### config.mk
export PLATFORM = sky130hd
export DESIGN_NAME = tftp_data_block_sender
export DESIGN_NICKNAME = d
export VERILOG_FILES = /design/src/rtl/tftp_dbs_pkg.sv /design/src/rtl/tftp_dbs_cfg.sv /design/src/rtl/tftp_dbs_core.sv /design/src/rtl/tftp_data_block_sender.sv
export SDC_FILE = /design/constraint.sdc
export NUM_CORES = 1
export LEC_CHECK = 0
export ABC_CLOCK_PERIOD_IN_PS = 10240
export BUFFER_PORTS_ARGS = -buffer_cell sky130_fd_sc_hd__buf_2
export CAP_MARGIN = 30
export CORE_AREA = 3 3 208 149
export DETAILED_ROUTE_END_ITERATION = 7
export DIE_AREA = 0 0 211 152
export PLACE_DENSITY = 0.75
export REMOVE_ABC_BUFFERS = 1
export SLEW_MARGIN = 20
export SYNTH_ARGS = -nofsm -noshare
export SYNTH_HDL_FRONTEND = slang
export SYNTH_SLANG_ARGS = --single-unit
export TNS_END_PERCENT = 1
### constraint.sdc
create_clock -name clk -period 10.24 [get_ports clk]
set_input_delay 1.024 -clock clk [delete_from_list [all_inputs] [get_ports clk]]
set_output_delay 1.024 -clock clk [all_outputs]
set_load 0.01 [all_outputs]
### src/rtl/tftp_dbs_pkg.sv
// ----------------------------------------------------------------------------
// TFTP data block sender - shared definitions
// Widths, protocol codes, register indexes and the request and result
// structures used by every module of the data block sender.
// ----------------------------------------------------------------------------
package tftp_dbs_pkg;

	// Sizing
	localparam int BLOCK_BYTES = 512;
	localparam int SIZE_BITS   = 24;
	localparam int LEN_W       = $clog2(BLOCK_BYTES + 1);
	localparam int PROD_W      = 16 + $clog2(BLOCK_BYTES + 1);
	localparam int CFG_IDX_W   = 2;

	// Protocol constants
	localparam logic [15:0] TFTP_PORT = 16'd69;
	localparam logic [15:0] OP_RRQ    = 16'd1;
	localparam logic [15:0] OP_ACK    = 16'd4;

	// Requested file classes
	localparam logic [1:0] FILE_KERNEL = 2'd0;
	localparam logic [1:0] FILE_ROOTFS = 2'd1;

	// Image selection codes
	localparam logic [1:0] IMG_KERNEL = 2'd0;
	localparam logic [1:0] IMG_ROOTFS = 2'd1;
	localparam logic [1:0] IMG_PRESET = 2'd2;

	// Result status codes
	localparam logic [1:0] ST_IGNORED  = 2'd0;
	localparam logic [1:0] ST_DATA     = 2'd1;
	localparam logic [1:0] ST_COMPLETE = 2'd2;
	localparam logic [1:0] ST_ERROR    = 2'd3;

	// Acknowledgement mismatch codes
	localparam logic [1:0] MIS_NONE   = 2'd0;
	localparam logic [1:0] MIS_OLD    = 2'd1;
	localparam logic [1:0] MIS_UNSENT = 2'd2;

	// Configuration register indexes
	localparam logic [CFG_IDX_W-1:0] REG_CLIENT_MODE  = 2'd0;
	localparam logic [CFG_IDX_W-1:0] REG_KERNEL_BYTES = 2'd1;
	localparam logic [CFG_IDX_W-1:0] REG_ROOTFS_BYTES = 2'd2;
	localparam logic [CFG_IDX_W-1:0] REG_PRESET_BYTES = 2'd3;

	typedef struct packed {
		logic [15:0] src_udp;
		logic [15:0] dst_udp;
		logic [15:0] req_type;
		logic [15:0] block_number;
		logic [1:0]  file_class;
	} req_t;

	typedef struct packed {
		logic [1:0]           status;
		logic [15:0]          reply_src_udp;
		logic [15:0]          reply_dst_udp;
		logic [15:0]          data_block;
		logic [SIZE_BITS-1:0] data_offset;
		logic [LEN_W-1:0]     data_length;
		logic [1:0]           image_select;
		logic [1:0]           ack_mismatch;
	} res_t;

	typedef struct packed {
		logic                 client_mode;
		logic [SIZE_BITS-1:0] kernel_bytes;
		logic [SIZE_BITS-1:0] rootfs_bytes;
		logic [SIZE_BITS-1:0] preset_bytes;
	} cfg_t;

endpackage

### src/rtl/tftp_dbs_cfg.sv
// ----------------------------------------------------------------------------
// TFTP data block sender - configuration registers
// Holds the mode bit and the three image sizes written through the plain
// write port, and presents them as one structure.
// ----------------------------------------------------------------------------
module tftp_dbs_cfg (
	input  logic                                clk,
	input  logic                                arst_n,
	input  logic                                cfg_we,
	input  logic [tftp_dbs_pkg::CFG_IDX_W-1:0]  cfg_index,
	input  logic [tftp_dbs_pkg::SIZE_BITS-1:0]  cfg_wdata,
	output tftp_dbs_pkg::cfg_t                  cfg
);

	tftp_dbs_pkg::cfg_t cfg_q;

	// Capture a write into the addressed register
	always_ff @(posedge clk or negedge arst_n) begin
		if (!arst_n) begin
			cfg_q <= '0;
		end else if (cfg_we) begin
			unique case (cfg_index)
				tftp_dbs_pkg::REG_CLIENT_MODE:  cfg_q.client_mode  <= cfg_wdata[0];
				tftp_dbs_pkg::REG_KERNEL_BYTES: cfg_q.kernel_bytes <= cfg_wdata;
				tftp_dbs_pkg::REG_ROOTFS_BYTES: cfg_q.rootfs_bytes <= cfg_wdata;
				tftp_dbs_pkg::REG_PRESET_BYTES: cfg_q.preset_bytes <= cfg_wdata;
				default: cfg_q <= cfg_q;
			endcase
		end
	end

	assign cfg = cfg_q;

endmodule

### src/rtl/tftp_dbs_core.sv
// ----------------------------------------------------------------------------
// TFTP data block sender - transfer decision
// Holds the transfer state and decides, for one registered request, whether
// to ignore it, send the next data block, finish, or report an error. The
// state advances only when the caller commits the result.
// ----------------------------------------------------------------------------
module tftp_dbs_core (
	input  logic               clk,
	input  logic               arst_n,
	input  tftp_dbs_pkg::cfg_t cfg,
	input  tftp_dbs_pkg::req_t req,
	input  logic               commit,
	output tftp_dbs_pkg::res_t res
);

	localparam int SB = tftp_dbs_pkg::SIZE_BITS;
	localparam int LW = tftp_dbs_pkg::LEN_W;
	localparam int PW = tftp_dbs_pkg::PROD_W;

	// Transfer state
	logic [SB-1:0] image_size_q;
	logic [1:0]    cur_image_q;
	logic [SB-1:0] bytes_done_q;
	logic [15:0]   acked_block_q;
	logic [15:0]   last_sent_q;

	// Next state
	logic [SB-1:0] image_size_d;
	logic [1:0]    cur_image_d;
	logic [SB-1:0] bytes_done_d;
	logic [15:0]   acked_block_d;
	logic [15:0]   last_sent_d;

	// Decision working values
	logic          port_ok;
	logic          is_err;
	logic          do_send;
	logic [15:0]   blk;
	logic [SB-1:0] size;
	logic [SB-1:0] offset;
	logic [SB-1:0] remain;
	logic [LW-1:0] len;
	logic [15:0]   next_blk;
	logic [1:0]    mismatch;
	logic [PW-1:0] blk_end;
	logic [PW-1:0] acked_ofs;

	assign blk_end   = PW'(blk) * PW'(tftp_dbs_pkg::BLOCK_BYTES);
	assign acked_ofs = PW'(acked_block_q) * PW'(tftp_dbs_pkg::BLOCK_BYTES);

	// Decide the action and the next transfer state
	always_comb begin
		image_size_d  = image_size_q;
		cur_image_d   = cur_image_q;
		bytes_done_d  = bytes_done_q;
		acked_block_d = acked_block_q;
		last_sent_d   = last_sent_q;
		res           = '0;
		is_err        = 1'b0;
		do_send       = 1'b0;
		blk           = req.block_number;
		mismatch      = tftp_dbs_pkg::MIS_NONE;
		remain        = '0;
		len           = '0;
		next_blk      = '0;

		port_ok = cfg.client_mode ? (req.src_udp == tftp_dbs_pkg::TFTP_PORT)
		                          : (req.dst_udp == tftp_dbs_pkg::TFTP_PORT);

		// Opcode handling: a read request selects the image and restarts
		if (port_ok) begin
			if (req.req_type == tftp_dbs_pkg::OP_RRQ) begin
				if (req.file_class == tftp_dbs_pkg::FILE_KERNEL) begin
					image_size_d = cfg.kernel_bytes;
					cur_image_d  = tftp_dbs_pkg::IMG_KERNEL;
				end else if (req.file_class == tftp_dbs_pkg::FILE_ROOTFS) begin
					image_size_d = cfg.rootfs_bytes;
					cur_image_d  = tftp_dbs_pkg::IMG_ROOTFS;
				end else begin
					is_err = 1'b1;
				end
				blk          = '0;
				bytes_done_d = '0;
			end else if (req.req_type != tftp_dbs_pkg::OP_ACK) begin
				is_err = 1'b1;
			end
		end

		size   = (cur_image_d == tftp_dbs_pkg::IMG_PRESET) ? cfg.preset_bytes : image_size_d;
		offset = bytes_done_d;

		// Block sequencing: restart, resend after the last ack, advance or finish
		if (port_ok && !is_err) begin
			if (blk == '0) begin
				acked_block_d = '0;
				offset        = '0;
				do_send       = 1'b1;
			end else if (blk != last_sent_q) begin
				mismatch = (blk < last_sent_q) ? tftp_dbs_pkg::MIS_OLD
				                               : tftp_dbs_pkg::MIS_UNSENT;
				blk      = acked_block_q;
				offset   = acked_ofs[SB-1:0];
				do_send  = 1'b1;
			end else if (blk_end > PW'(size)) begin
				res.status = cfg.client_mode ? tftp_dbs_pkg::ST_COMPLETE
				                             : tftp_dbs_pkg::ST_IGNORED;
			end else begin
				acked_block_d = blk;
				do_send       = 1'b1;
			end
		end

		if (port_ok && is_err) begin
			res.status = tftp_dbs_pkg::ST_ERROR;
		end

		// Payload length and the outgoing block description
		if (do_send) begin
			remain = size - offset;
			if (offset >= size) begin
				len = '0;
			end else if (remain > SB'(tftp_dbs_pkg::BLOCK_BYTES)) begin
				len = LW'(tftp_dbs_pkg::BLOCK_BYTES);
			end else begin
				len = remain[LW-1:0];
			end
			next_blk     = blk + 16'd1;
			bytes_done_d = offset + SB'(len);
			last_sent_d  = next_blk;

			res.status        = tftp_dbs_pkg::ST_DATA;
			res.reply_src_udp = req.dst_udp;
			res.reply_dst_udp = req.src_udp;
			res.data_block    = next_blk;
			res.data_offset   = offset;
			res.data_length   = len;
			res.image_select  = cur_image_d;
			res.ack_mismatch  = mismatch;
		end else begin
			// Nothing sent: drop every state change
			image_size_d  = image_size_q;
			cur_image_d   = cur_image_q;
			bytes_done_d  = bytes_done_q;
			acked_block_d = acked_block_q;
			last_sent_d   = last_sent_q;
		end
	end

	// Advance the transfer state when the result is committed
	always_ff @(posedge clk or negedge arst_n) begin
		if (!arst_n) begin
			image_size_q  <= '0;
			cur_image_q   <= tftp_dbs_pkg::IMG_PRESET;
			bytes_done_q  <= '0;
			acked_block_q <= '0;
			last_sent_q   <= '0;
		end else if (commit) begin
			image_size_q  <= image_size_d;
			cur_image_q   <= cur_image_d;
			bytes_done_q  <= bytes_done_d;
			acked_block_q <= acked_block_d;
			last_sent_q   <= last_sent_d;
		end
	end

endmodule

### src/rtl/tftp_data_block_sender.sv
// ----------------------------------------------------------------------------
// TFTP data block sender - top level
// Decides, per received TFTP header, the next data block of a lock-step
// transfer: its ports, block number, byte offset, length and image.
// ----------------------------------------------------------------------------
// Usage:
//   Requests (req_data) enter on req_valid/req_ready; one result per request
//   leaves on res_valid/res_ready (res_data). Configuration is written on
//   cfg_we/cfg_index/cfg_wdata while no request is in flight.
//   A request is held in the request register, decided combinationally from
//   it, and its result is registered in the result register. Throughput:
//   one request per cycle while the receiver takes results; the decision
//   between the request register and the result register reads and
//   updates the transfer state in the same cycle, so requests may follow
//   back to back.
//   A stalled receiver holds the result register; the request register still
//   takes one more request, after which req_ready drops until the result
//   is taken.
//   Reset clears the configuration to zero, empties both registers and puts
//   the transfer state back to block 0 on the preset image. No clearing pass.
// ----------------------------------------------------------------------------
module tftp_data_block_sender (
	input  logic                                clk,
	input  logic                                arst_n,
	input  logic                                req_valid,
	output logic                                req_ready,
	input  tftp_dbs_pkg::req_t                  req_data,
	output logic                                res_valid,
	input  logic                                res_ready,
	output tftp_dbs_pkg::res_t                  res_data,
	input  logic                                cfg_we,
	input  logic [tftp_dbs_pkg::CFG_IDX_W-1:0]  cfg_index,
	input  logic [tftp_dbs_pkg::SIZE_BITS-1:0]  cfg_wdata
);

	tftp_dbs_pkg::cfg_t cfg;
	tftp_dbs_pkg::req_t req_s1;
	tftp_dbs_pkg::res_t res_d;
	tftp_dbs_pkg::res_t res_q;
	logic               req_vld_s1;
	logic               res_vld_q;
	logic               advance;

	tftp_dbs_cfg u_cfg (
		.clk       (clk),
		.arst_n    (arst_n),
		.cfg_we    (cfg_we),
		.cfg_index (cfg_index),
		.cfg_wdata (cfg_wdata),
		.cfg       (cfg)
	);

	tftp_dbs_core u_core (
		.clk    (clk),
		.arst_n (arst_n),
		.cfg    (cfg),
		.req    (req_s1),
		.commit (advance),
		.res    (res_d)
	);

	// Move the held request into the result register when it is free
	assign advance   = req_vld_s1 && (!res_vld_q || res_ready);
	assign req_ready = !req_vld_s1 || advance;

	// Request register
	always_ff @(posedge clk or negedge arst_n) begin
		if (!arst_n) begin
			req_vld_s1 <= 1'b0;
		end else if (req_ready) begin
			req_vld_s1 <= req_valid;
		end
	end

	always_ff @(posedge clk) begin
		if (req_ready && req_valid) begin
			req_s1 <= req_data;
		end
	end

	// Result register
	always_ff @(posedge clk or negedge arst_n) begin
		if (!arst_n) begin
			res_vld_q <= 1'b0;
		end else if (advance) begin
			res_vld_q <= 1'b1;
		end else if (res_ready) begin
			res_vld_q <= 1'b0;
		end
	end

	always_ff @(posedge clk) begin
		if (advance) begin
			res_q <= res_d;
		end
	end

	assign res_valid = res_vld_q;
	assign res_data  = res_q;

	// Checks
	a_no_overwrite: assert property (@(posedge clk) disable iff (!arst_n)
		(res_vld_q && !res_ready) |-> !advance)
		else $error("result overwritten while stalled");

	a_advance_needs_req: assert property (@(posedge clk) disable iff (!arst_n)
		advance |-> req_vld_s1)
		else $error("advance without a held request");

	a_len_bound: assert property (@(posedge clk) disable iff (!arst_n)
		res_vld_q |-> (res_q.data_length <= tftp_dbs_pkg::LEN_W'(tftp_dbs_pkg::BLOCK_BYTES)))
		else $error("data length beyond block size");

	a_quiet_fields: assert property (@(posedge clk) disable iff (!arst_n)
		(res_vld_q && res_q.status != tftp_dbs_pkg::ST_DATA) |->
		(res_q.data_block == '0 && res_q.data_length == '0 && res_q.ack_mismatch == '0))
		else $error("block fields set on a non-data result");

	a_taken_stall: assert property (@(posedge clk) disable iff (!arst_n)
		(req_vld_s1 && res_vld_q && !res_ready) |=> req_vld_s1)
		else $error("held request lost during stall");

endmodule

==> run_results.csv <==
group,metric,value,unit
critical_path,timing.reg2reg.worst_path_depth,35,
final_layout,seqCellArea,8554,um2
clocking,root_buffer,"clkbuf_16",
final_layout,post_route_cells_drive_above_1_share,25.29,%
routing,drt_pass1_iterations,5,
synthesis,ys_top_cells_by_area,"edfxtp_1 29%, dfrtp_1 24%, mux2_2 7.3%, ha_1 5.1%, mux2i_1 3.7%",
critical_path,worstPathMaxFanout,13,
synthesis,yosys_warn_count,0,
run,max_cap_viol_count,0,
synthesis,ys_top_cells_by_count,"156 x dfrtp_1, 154 x edfxtp_1, 117 x nand2_1",
worst_hold_path,timing.hold.worst.class,"reg -> reg",
final_layout,multi_input_logic_area,7039,um2
global_route,grt_max_degree,98,
floorplan,top_level_ports,187,
floorplan,die_h,152,um
placement,count_of_port_buffers_added_during_placement,186,
synthesis,post-synth-top-area-cell,"edfxtp_1",
critical_path,ws_path_type,"reg -> reg",
global_route,grt_pass1_vias,11187,
global_route,grt_usage,25.99,%
synthesis,syn_area,16010,um2
clocking,cts_made_buffers,29,
synthesis,most_frequent_cell_after_synthesis,"dfrtp_1",
placement,hpwlAfterDp,31490,um
run_status,outcome,"finished, final reports clean",
clocking,cts.hold.buffers_added,0,
final_layout,nets,1758,
worst_hold_path,hold_start,"u_core.bytes_done_q[0]",
clocking,clk_transition_reported_paths,0.07,ns
global_route,antenna_violations_before_repair,0,
clocking,clock_tree_from_tritoncts,"yes",
timing,finalSetupViolations,0,
final_layout,num-fill-cells,2274,
worst_hold_path,hold-path-cell-count,2,
timing,finalHoldViolCount,0,
timing,slew_headroom,33.58,%
pwr,power-per-cell-area,154.6,nW/um2
clocking,clkLatencyLatePin,0.58,ns
timing,worst_slew_pin_slew,0.9944,ns
global_route,grt_pass1_wl,65550,um
global_route,overflow,0,
floorplan,core-area,28950,um2
routing,dr_total_vias,11767,
floorplan,die_w,211,um
timing,fin_worst_hold_slack,0.4787,ns
pwr,ir_worst_vdd,0.1698,mV
timing,setup_ws,0.5979,ns
synthesis,ys_seq_elements,311,
critical_path,r2r_slack,0.60,ns
worst_hold_path,holdPathEnd,"u_core.bytes_done_q[0]",
floorplan,design.die.area,32070,um2
placement,gpl.final_weighted_congestion,0.9429,
timing,max_clock_freq,103.7,MHz
pwr,leakagePower,0.008134,uW
synthesis,synthFlopType,"dfrtp_1",
critical_path,timing.critical_path.required,10.67,ns
timing,timing.final.max_slew_violations,0,
clocking,htree_num_levels,1,
final_layout,areaGrowthSynthToFinish,15.40,%
critical_path,crit-reg2reg-launch,"req_s1[38]",
critical_path,critical_path.slowest_cell,"or4b_4",
synthesis,synth.avg_cell_area,11.34,um2
synthesis,synth-async-reset-ratio,50.48,%
routing,remaining_drc_errors,0,
clocking,clockBufferDepth,3,
synthesis,synthDistinctLibCells,82,
synthesis,ys_seq_area_share,53.45,%
timing,final.min_clock_period,9.642,ns
routing,number_of_nets_with_antenna_violations_after_detailed_routing,0,
floorplan,floorplan.initialDensity,55.28,%
routing,detailedRoute.firstIterationViolations,1111,
synthesis,synth_top_area_share,28.89,%
placement,pre_cts_ws,0.2441,ns
clocking,tritoncts_num_sinks,311,
synthesis,netlist_instances,1411,
routing,via_per_instance_ratio,5.895,
floorplan,std_cell_rows,52,
critical_path,crit_path_end_kind,"flop",
critical_path,critical_path_source_type,"flop",
synthesis,number_of_enable_flip_flop_cells_after_synthesis,154,
routing,total_wire_length_after_detailed_routing,42200,um
critical_path,most_frequent_cell_on_the_critical_path,"o21ai_0",
timing,finalClockSkew,0.02110,ns
critical_path,worstReg2RegEnd,"u_core.bytes_done_q[18]",
routing,routed_length_per_placed_instance,21.14,um
critical_path,worst_path_largest_cell_delay,0.62,ns
critical_path,worstPathArrival,10.08,ns
timing,post-route-period-util,94.16,%
==> report_power, final <==
| group | internal [uW] | switching [uW] |
|---|---|---|
| clock | 694 | 475 |
| sequential | 1410 | 46.8 |
| combinational | 102 | 123 |
| total | 2210 | 645 |
==> worst max-delay path by stage <==
stage                     startpoint                      end  slack (ns)  depth (start not counted)
after detailed placement  req_s1[54]  u_core.bytes_done_q[20]        0.24                         37
after global placement    req_s1[41]  u_core.bytes_done_q[18]        0.56                         36
after CTS                 req_s1[54]  u_core.bytes_done_q[20]        0.23                         37
after floorplan           req_s1[38]   u_core.image_size_q[0]        0.51                         22
final                     req_s1[38]  u_core.bytes_done_q[18]        0.60                         35
after global routing      req_s1[41]  u_core.bytes_done_q[18]       -0.05                         39
==> repair_timing <==
| action | CTS | global route |
|---|---|---|
| resized for setup | 0 | 7 |
| setup endpoints to repair | 0 | 14 |
| endpoints found under the hold margin | 0 | 0 |
| setup buffers | 0 | 2 |
==> per-layer routing <==
layer  part of all wire [%]  up-vias  track usage, %
li1                       -     5472               -
met1                     48     5771           41.87
met5                      0        -               0
met4                    1.7        0           4.461
met3                    8.4       51           4.864
met2                     42      473           37.12
==> cell families (layout without fill, tap and decap cells) <==
kind of cell | count (synthesis) | count (layout) | share of synthesized area [%]
other cells | 0 | 1 | 0
fa+ha+maj | 69 | 69 | 5.464
xor+xnor | 48 | 48 | 2.627
mux | 163 | 163 | 11.01
simple gates | 441 | 441 | 13.86
buf+inv | 124 | 330 | 3.064
flops | 311 | 311 | 53.45
compound gates | 255 | 255 | 10.53
==> flip-flops by register name, summed over array words and instances, names as in the netlist <==
signal and cells:
res_valid 1, u_cfg.cfg 73, req_s1 66, u_core.cur_image_q 2, u_core.image_size_q 24, res_data 88
req_vld_s1 1, u_core.last_sent_q 16, u_core.acked_block_q 16, u_core.bytes_done_q 24
==> worst max-delay path: cells and delay by family (launching register included) <==
kind                     cells  cell delay (ns)
AO/OA/AOI/OAI               17             3.40
XOR/XNOR                     2             0.33
adder cells (fa/ha/maj)      3             1.19
buffers and inverters        2             0.53
flip-flops                   1             0.41
AND/OR/NAND/NOR             11             3.63
==> final cells by class <==
type / instances / share of cell area, %
sequential: 311 / 46.31
multi-input combinational: 976 / 38.11
timing repair buffer: 211 / 6.110
clock buffer: 37 / 4.254
tap: 378 / 2.561
inverter: 65 / 1.328
clock inverter: 17 / 1.307
antenna: 1 / 0.01355
==> per-stage QoR <==
stage / power, uW / utilization, % / std cells / cell area [um2] / TNS, ns
after floorplan: 1608 / - / 1352 / 15760 / 0
after global placement: 1700 / 60.01 / 1938 / 17380 / 0
after detailed placement: 1712 / 60.05 / 1939 / 17390 / 0
after CTS: 2876 / 63.60 / 1993 / 18410 / 0
after global routing: 2964 / 63.79 / 1995 / 18470 / -0.06025
final: 2855 / 63.79 / 1996 / 18470 / 0
==> cell usage in the layout, fill, tap and decap left out, types with 59 or more instances in the layout <==
master / netlist / layout
a21oi_1: 70 / 70
buf_2: 11 / 185
nand2_1: 117 / 116
dfrtp_1: 156 / 156
nor2_1: 110 / 108
ha_1: 65 / 65
mux2i_1: 59 / 59
inv_1: 65 / 64
mux2_2: 104 / 104
edfxtp_1: 154 / 154
No activity file was read; power rests on OpenSTA's default activity.
